<file path="config.mk">
export PLATFORM = sky130hd
export DESIGN_NAME = replay_window_check_top
export DESIGN_NICKNAME = d
export VERILOG_FILES = /design/src/hdl/rwc_pkg.sv /design/src/hdl/rwc_window.sv /design/src/hdl/replay_window_check_top.sv
export SDC_FILE = /design/constraint.sdc
export NUM_CORES = 1
export LEC_CHECK = 0
export BUFFER_PORTS_ARGS = -buffer_cell sky130_fd_sc_hd__buf_4
export CAP_MARGIN = 20
export CORE_MARGIN = 3
export CORE_UTILIZATION = 65
export CTS_CLUSTER_DIAMETER = 50
export DETAILED_ROUTE_END_ITERATION = 16
export HOLD_SLACK_MARGIN = 0.08
export PLACE_DENSITY_LB_ADDON = 0.3
export SLEW_MARGIN = 10
export SYNTH_ARGS = -nofsm -noshare
export SYNTH_HDL_FRONTEND = slang
export SYNTH_SLANG_ARGS = --single-unit
</file>
<file path="constraint.sdc">
create_clock -name clk -period 5 [get_ports clk]
set_clock_uncertainty 0.15 [all_clocks]
set_input_delay 1.5 -clock clk [delete_from_list [all_inputs] [get_ports clk]]
set_output_delay 1.5 -clock clk [all_outputs]
set_load 0.02 [all_outputs]
</file>
<file path="src/hdl/rwc_pkg.sv">
// shared types and verdict codes for the replay window check
package rwc_pkg;

  typedef logic [1:0] verdict_t;

  localparam verdict_t VERDICT_OK      = 2'd0;
  localparam verdict_t VERDICT_DUP     = 2'd1;
  localparam verdict_t VERDICT_TOO_OLD = 2'd2;

  localparam int CNT_W = 32;

endpackage

</file>
<file path="src/hdl/rwc_window.sv">
// window state (largest counter and seen map) with the per-beat check
module rwc_window #(
  parameter int WINDOW = 64
) (
  input  logic                      clk,
  input  logic                      rst,
  input  logic                      chk_en,
  input  logic [rwc_pkg::CNT_W-1:0] counter,
  output rwc_pkg::verdict_t         verdict
);

  localparam int IW = (WINDOW > 1) ? $clog2(WINDOW) : 1;

  // bit i of seen_map flags counter (largest - i)
  logic [rwc_pkg::CNT_W-1:0] largest, largest_next;
  logic [WINDOW-1:0]         seen_map, seen_map_next;

  logic                      too_old, ahead, far, dup;
  logic [rwc_pkg::CNT_W-1:0] gap, diff;

  always_comb begin
    too_old = ({1'b0, counter} + (rwc_pkg::CNT_W+1)'(WINDOW)) <= {1'b0, largest};
    ahead   = counter > largest;
    gap     = counter - largest;
    diff    = largest - counter;
    far     = gap >= rwc_pkg::CNT_W'(WINDOW);
    dup     = !ahead && seen_map[diff[IW-1:0]];

    largest_next  = largest;
    seen_map_next = seen_map;
    if (too_old) begin
      verdict = rwc_pkg::VERDICT_TOO_OLD;
    end else if (dup) begin
      verdict = rwc_pkg::VERDICT_DUP;
    end else begin
      verdict = rwc_pkg::VERDICT_OK;
      if (ahead) begin
        largest_next = counter;
        // slide window up by the gap, flags falling out are dropped
        seen_map_next = far ? '0 : (seen_map << gap[IW-1:0]);
        seen_map_next[0] = 1'b1;
      end else begin
        seen_map_next[diff[IW-1:0]] = 1'b1;
      end
    end
  end

  always_ff @(posedge clk) begin
    if (rst) begin
      largest  <= '0;
      seen_map <= '0;
    end else if (chk_en) begin
      largest  <= largest_next;
      seen_map <= seen_map_next;
    end
  end

endmodule

</file>
<file path="src/hdl/replay_window_check_top.sv">
// top level of the sliding window replay check
// One result beat per counter beat. A beat sits in an input register, is
// checked against the window state by one pass of compare, subtract and
// shift logic, and lands in the result register once that register is
// empty or being drained. A new counter can be taken every cycle while
// the output side is not stalled; the window state (largest counter plus
// a WINDOW-bit seen map) is updated as each beat is checked. Verdicts:
// accepted, duplicate, too old (at or below largest minus WINDOW). Reset
// clears the window; there is no clearing pass, so the block is ready in
// the first cycle after reset.
module replay_window_check_top #(
  parameter int WINDOW = 64
) (
  input  logic                      clk,
  input  logic                      rst,
  input  logic                      in_valid,
  output logic                      in_ready,
  input  logic [rwc_pkg::CNT_W-1:0] counter,
  output logic                      out_valid,
  input  logic                      out_ready,
  output logic                      accepted,
  output rwc_pkg::verdict_t         verdict
);

  // input register stage
  logic                      stg_valid;
  logic [rwc_pkg::CNT_W-1:0] stg_counter;

  // check happens when the staged beat moves into the result register
  logic              move;
  rwc_pkg::verdict_t chk_verdict;

  assign move     = stg_valid && (!out_valid || out_ready);
  assign in_ready = !stg_valid || move;

  rwc_window #(
    .WINDOW (WINDOW)
  ) u_window (
    .clk     (clk),
    .rst     (rst),
    .chk_en  (move),
    .counter (stg_counter),
    .verdict (chk_verdict)
  );

  // handshake control
  always_ff @(posedge clk) begin
    if (rst) begin
      stg_valid <= 1'b0;
      out_valid <= 1'b0;
    end else begin
      if (in_ready) begin
        stg_valid <= in_valid;
      end
      if (move) begin
        out_valid <= 1'b1;
      end else if (out_ready) begin
        out_valid <= 1'b0;
      end
    end
  end

  // payload registers
  always_ff @(posedge clk) begin
    if (in_valid && in_ready) begin
      stg_counter <= counter;
    end
    if (move) begin
      verdict  <= chk_verdict;
      accepted <= (chk_verdict == rwc_pkg::VERDICT_OK);
    end
  end

endmodule

</file>
# Word-level counts from Yosys, hierarchy flattened
# Index checks and enable logic that the tools add are counted.
dict set report totals {
  register_bits 133
  latchBits 0
  mem_bits_rw 0
  romBits 0
  input_bits 36
  output_inout_bits 5
  word_cells 42
  mem_count 0
}
dict set report classes {
  addsub 3
  n_mul 0
  div_mod_pow 0
  n_lt_le_gt_ge 5
  n_eq_ne 0
  n_shift 1
  mux 10
  n_bitwise 3
  n_reduce_logical 13
}
# op n
set op_table {}
lappend op_table {{64-bit two-way mux} 2}
lappend op_table {{64-bit OR} 1}
lappend op_table {{64-bit by 6-bit left shift with 64-bit output} 1}
lappend op_table {{32-bit by 7-bit adder with 33-bit output, second input constant} 1}
lappend op_table {{33-bit by 32-bit <= comparator with 1-bit output} 1}
lappend op_table {{32-bit by 7-bit greater-or-equal comparator with 1-bit output, second input constant} 1}
lappend op_table {{32-bit greater-than comparator} 1}
lappend op_table {{32-bit subtractor} 1}
lappend op_table {{6-bit by 7-bit < comparator with 1-bit output, second input constant} 1}
lappend op_table {{1-bit binary-select mux with 6-bit select} 1}
lappend op_table {{1-bit demux with 6-bit select} 1}
lappend op_table {{6-bit by 1-bit greater-or-equal comparator with 1-bit output, second input constant} 1}
lappend op_table {{6-bit subtractor} 1}
lappend op_table {{1-bit two-way mux} 5}
lappend op_table {{1-bit logical AND} 4}
lappend op_table {{4-bit AND reduction} 1}
lappend op_table {{1-bit logical NOT} 3}
lappend op_table {{3-bit AND reduction} 1}
lappend op_table {{2-bit logical NOT} 1}
lappend op_table {{1-bit logical OR} 2}
lappend op_table {{2-bit two-way mux} 1}
lappend op_table {{1-bit inverter} 2}
lappend op_table {{2-bit nonzero test} 1}

# Longest topological paths before layout
dict set report depth {
  word_depth 7
  ltp_mapped 19
  ltp_nobuf 16
}

# Modules after synthesis
# Synthesis repeated with hierarchy kept, for this count alone.
dict set report hier_totals {
  cells_unflattened 1656
  hier_area_um2 13255.2
}
# mod n_inst cells_per_inst area_each_um2 seq_area_each_um2
set modules_own_cells {}
lappend modules_own_cells {rwc_window 1 1610 12096.6 1921.8}
lappend modules_own_cells {replay_window_check_top 1 46 1158.6 1091.0}

# Worst setup path after synthesis
# Ideal clock, no wire load.
dict set report synth_path {
  path_kind {register to register}
  startpoint {reg stg_counter[13] in the netlist's numbering}
  endpoint {reg u_window.seen_map[16]}
  setup_ps 130
  arrival_time_ps 3627
  required_time_ps 4720
  setup_slack_ps 1092
  stages_incl_launch_ff 18
  path_buffers 3
  period_less_slack_ps 3908
  cell_sequence {edfxtp_1 nand3_1 or3_1 clkbuf_1 or4_1 nor2_1 xnor2_1 ha_1 nand3_1 nor4_1 a211o_1 nand3_1 nor2_4 nor2_1 buf_2 clkbuf_1 a22oi_1 o31ai_1}
}
dict set report synth_via {
  elab_chain_len 5
  word_cells_on_any_way 12
  classes_between {add/sub: 2; order compare: 3; mux: 2; bitwise: 2; reduce/logical: 3}
}
# element line
set synth_rtl {}
lappend synth_rtl {{start: declaration} replay_window_check_top.sv:27} ;# logic [rwc_pkg::CNT_W-1:0] stg_counter;
lappend synth_rtl {{start signal: assignment} replay_window_check_top.sv:66} ;# stg_counter <= counter;
lappend synth_rtl {{branches (longest 5 deep; another with 32-bit subtractor)} n/a}
lappend synth_rtl {{end signal: assignment} rwc_window.sv:54} ;# seen_map <= seen_map_next;
lappend synth_rtl {{end: declaration} rwc_window.sv:16} ;# logic [WINDOW-1:0] seen_map, seen_map_next;
# Parallel ways; which one is timed is not known.
# A chain may end at the register's enable or synchronous reset.

# Worst setup path after layout
dict set report layout_path {
  startpoint {reg stg_counter[13] in the netlist's numbering}
  endpoint {reg u_window.seen_map[32]}
}
# Same word-level chain as after synthesis.

==> results.txt <==
TritonCTS built the clock tree. Counting along the longest clock path gives a buffer depth of 2. The first-pass GRT wire length is 66900 um. Ranked by instance count, the synthesized netlist is headed by mux2i_1 (163), nor2_1 (162), nand2_1 (120).

For the worst setup path, the data arrival time is 4830 ps. The number of top-level design ports is 41. The maximum number of pins on one net before global-route repair came out at 105. Counting cells, the worst reg-to-reg path comes to 17. The count of inserted antenna diode cells came out at 0. The static leakage came out at 0.00526 uW.

The total count of hold-check failures in the final report came to 0. The highest net fanout along the worst path came out at 13. The startpoint identified for the worst register-to-register timing path is stg_counter[13].

In the global route stage, overall resource usage came out at 0.388. The post-route cell area came out at 14200 um2. The setup-violating endpoint count in the final report came out at 0.

The run finished with clean final reports. The post-route core utilization is 0.743. The layout net count is 1646. Once the clock tree was built, the setup fixing pass inserted 0 buffers.

The initial detailed-routing violation count is 2169. The iteration count of the initial detailed-routing pass came out at 7. The max-slew violation count came out at 0.

In the routed layout, each cell is associated on average with a via count of 7.18. Once placement finished, the instance area stood at 13600 um2. The half-perimeter wire length after placement came out at 32000 um.

The core region is 19100 um2. The mean routed wirelength per cell is 23.6 um. The share of the yosys chip area belonging to registers is 0.233. The root buffer cell chosen for the clock tree is clkbuf_16. The count of yosys warnings during synthesis is 0. The predominant post-synthesis flop cell is dfxtp_1. The worst register-to-register path has a setup slack of 380 ps. The post-route setup TNS came out at 0 ps.

For this design, the CTS-stage hold fixing added 0 buffers. Power spread over the standard cell area amounts to 269 nW/um2. The post-cts sizing count is 0. The final period utilization came out at 0.925. The area of the die came out at 21600 um2. The capturing element type of the critical path is a register. The number of I/O port buffers came out at 40. The signed area change from the synthesized netlist to the final layout is 9.79%. The nature of the critical path startpoint is a register. The initial core utilization came out at 0.677. The fraction of registers with async set/reset is 0.

The H-tree depth is 4. The worst hold path startpoint is u_window.largest[10]. The routed design has 42900 um of wire. Setup repair after global routing left no endpoint under its margin. The final antenna-violating net count is 0. The die boundary height came out at 147 um. The startpoint-to-endpoint class of the critical path is register to register. The cell area after synthesis is 12900 um2.

The area fraction of the dominant cell type after synthesis is 0.152. Counting every sink on the clock net gives 133. The most critical setup path has its startpoint at stg_counter[13]. Clock tree synthesis inserted a total of 17 buffers. The number of vias in the routed layout is 13000. The worst hold path terminates at u_window.largest[10]. The worst-path cell with the longest stage delay is nor4_2. The clock latency on the worst-skew pair came out at 440 ps. The clock transition at the register clock pins on the worst setup and hold paths after CTS is 60 ps. The worst hold path passes through 2 cells. The initial antenna violation count came to 1. The upper clock frequency limit came out at 216 MHz. The minimum clock period came out at 4620 ps. After synthesis, the netlist uses 81 different library cells.

Yosys instantiated no cell more often than mux2i_1. The die boundary width is 147 um. The maximum VDD drop came out at 0.234 mV. Max-cap violations in this run came to 0. The number of global-route vias before repair was 12100.

For this run, the slowest stage of the critical path takes 580 ps. The required time reported for the critical path endpoint is 5210 ps. The share of final-layout standard cells stronger than drive strength 1 is 0.143. After floorplanning, the core was divided into 50 placement rows. Dividing the synthesized area by the synthesized cell count gives 8.37 um2. For the pin with the worst max-slew slack, the measured transition is 1140 ps. The DRC violation count after routing is 0. The flop and latch count out of synthesis is 133. The number of synthesized flops with an enable pin came out at 35. The synthesized design spends more area on one cell type than any other, namely dfxtp_1.

The relative slew slack came out at 0.234. The critical path goes through nand3_1, or3_1, nor4_2, nand2_1, xnor2_1, ha_1, nand2_1, o21ai_0, a211oi_1, o31ai_1, a211o_1, nand3_1, a31oi_2, buf_4, and3_1, a22oi_1, o21ai_1. The path class of the tightest hold or removal check is register to register.

The final weighted congestion in routability-driven placement is 1.01. The number of nets handed over by synthesis was 1645. The aggregate global routing overflow is 0. The endpoint identified for the worst register-to-register timing path is u_window.seen_map[32]. Counting every instance in the synthesized netlist gives 1543. Sorting the synthesized cells by area gives the leading types as dfxtp_1 (15%), mux2i_1 (13%), edfxtp_1 (8.1%).
==> stage by stage <==
step | power (uW) | hold slack (ps) | instances | worst slack, ps
2_1_floorplan | 2120 | 310 | 1543 | 1090
3_3_place_gp | 2520 | 323 | 1785 | 737
3_5_place_dp | 2540 | 333 | 1785 | 546
4_1_cts | 3750 | 349 | 1817 | 543
5_1_grt | 3940 | 366 | 1817 | 139
6_report | 3820 | 344 | 1817 | 376
==> final cells by class <==
type,instances,area [um2]
multi-input cells,1240,9270
fillers,1474,4900
flip-flops and latches,133,3010
repair buffers,96,796
clock buffers,19,464
well taps,260,325
inverters,56,210
clock inverters,13,106
==> how the worst max path moves through the flow <==
stage,cells past startpoint,end
2_1_floorplan,17,u_window.seen_map[16]
3_3_place_gp,15,u_window.seen_map[26]
3_5_place_dp,17,u_window.seen_map[21]
4_1_cts,17,u_window.seen_map[21]
5_1_grt,17,u_window.seen_map[25]
6_report,17,u_window.seen_map[32]
==> sequential cells by signal (all words and copies together), names as in the netlist <==
name               flops
u_window.seen_map     64
stg_counter           32
u_window.largest      32
verdict                2
accepted               1
out_valid              1
stg_valid              1
==> logic make-up after synthesis <==
group,after synthesis,synth area share
buffers and inverters,170,0.0578
XOR/XNOR,50,0.0351
adder cells (fa/ha/maj),66,0.0651
AO/OA/AOI/OAI,404,0.204
multiplexers,228,0.221
flip-flops,133,0.233
AND/OR/NAND/NOR,492,0.183
==> critical path, delay by kind of cell, from the launching register on <==
family / cells / cell delay, ps
XOR/XNOR: 1 / 160
buffers and inverters: 1 / 280
AO/OA/AOI/OAI: 7 / 1260
adder cells (fa/ha/maj): 1 / 320
AND/OR/NAND/NOR: 7 / 1920
flip-flops: 1 / 460
==> report_power, final <==
| part | switching [uW] | internal (uW) |
|---|---|---|
| Sequential | 34.0 | 1140 |
| Combinational | 901 | 507 |
| Clock | 544 | 690 |
| Total | 1480 | 2340 |
==> cells in the final DEF (no fill, tap or decap), types with 5 or more instances in the layout <==
master,count
mux2_2,21
nand3_1,39
o21ai_1,37
nor2_1,160
a21o_1,13
nor3b_1,5
o21ai_0,51
a32oi_1,5
a211oi_1,21
mux2i_1,163
o211ai_1,12
dfxtp_1,98
nand2b_1,9
o21a_1,9
a22oi_1,54
xor2_1,13
a21oi_1,101
nand4b_1,9
xnor2_1,29
inv_6,5
nor4_1,13
buf_12,6
nand4_1,32
buf_4,90
or2_2,5
nor2b_1,20
a2bb2oi_1,11
nand2_1,120
and3_1,20
edfxtp_1,35
nor3_1,35
o31ai_1,25
a31oi_1,16
inv_1,56
ha_1,63
mux4_2,44
clkbuf_16,18
==> metal layers <==
metal / track usage / part of all wire
met3: 0.122 / 0.13
met5: 0 / 0.00030
met4: 0.149 / 0.041
met2: 0.588 / 0.44
met1: 0.521 / 0.39
Power figures use the tool's default switching activity.
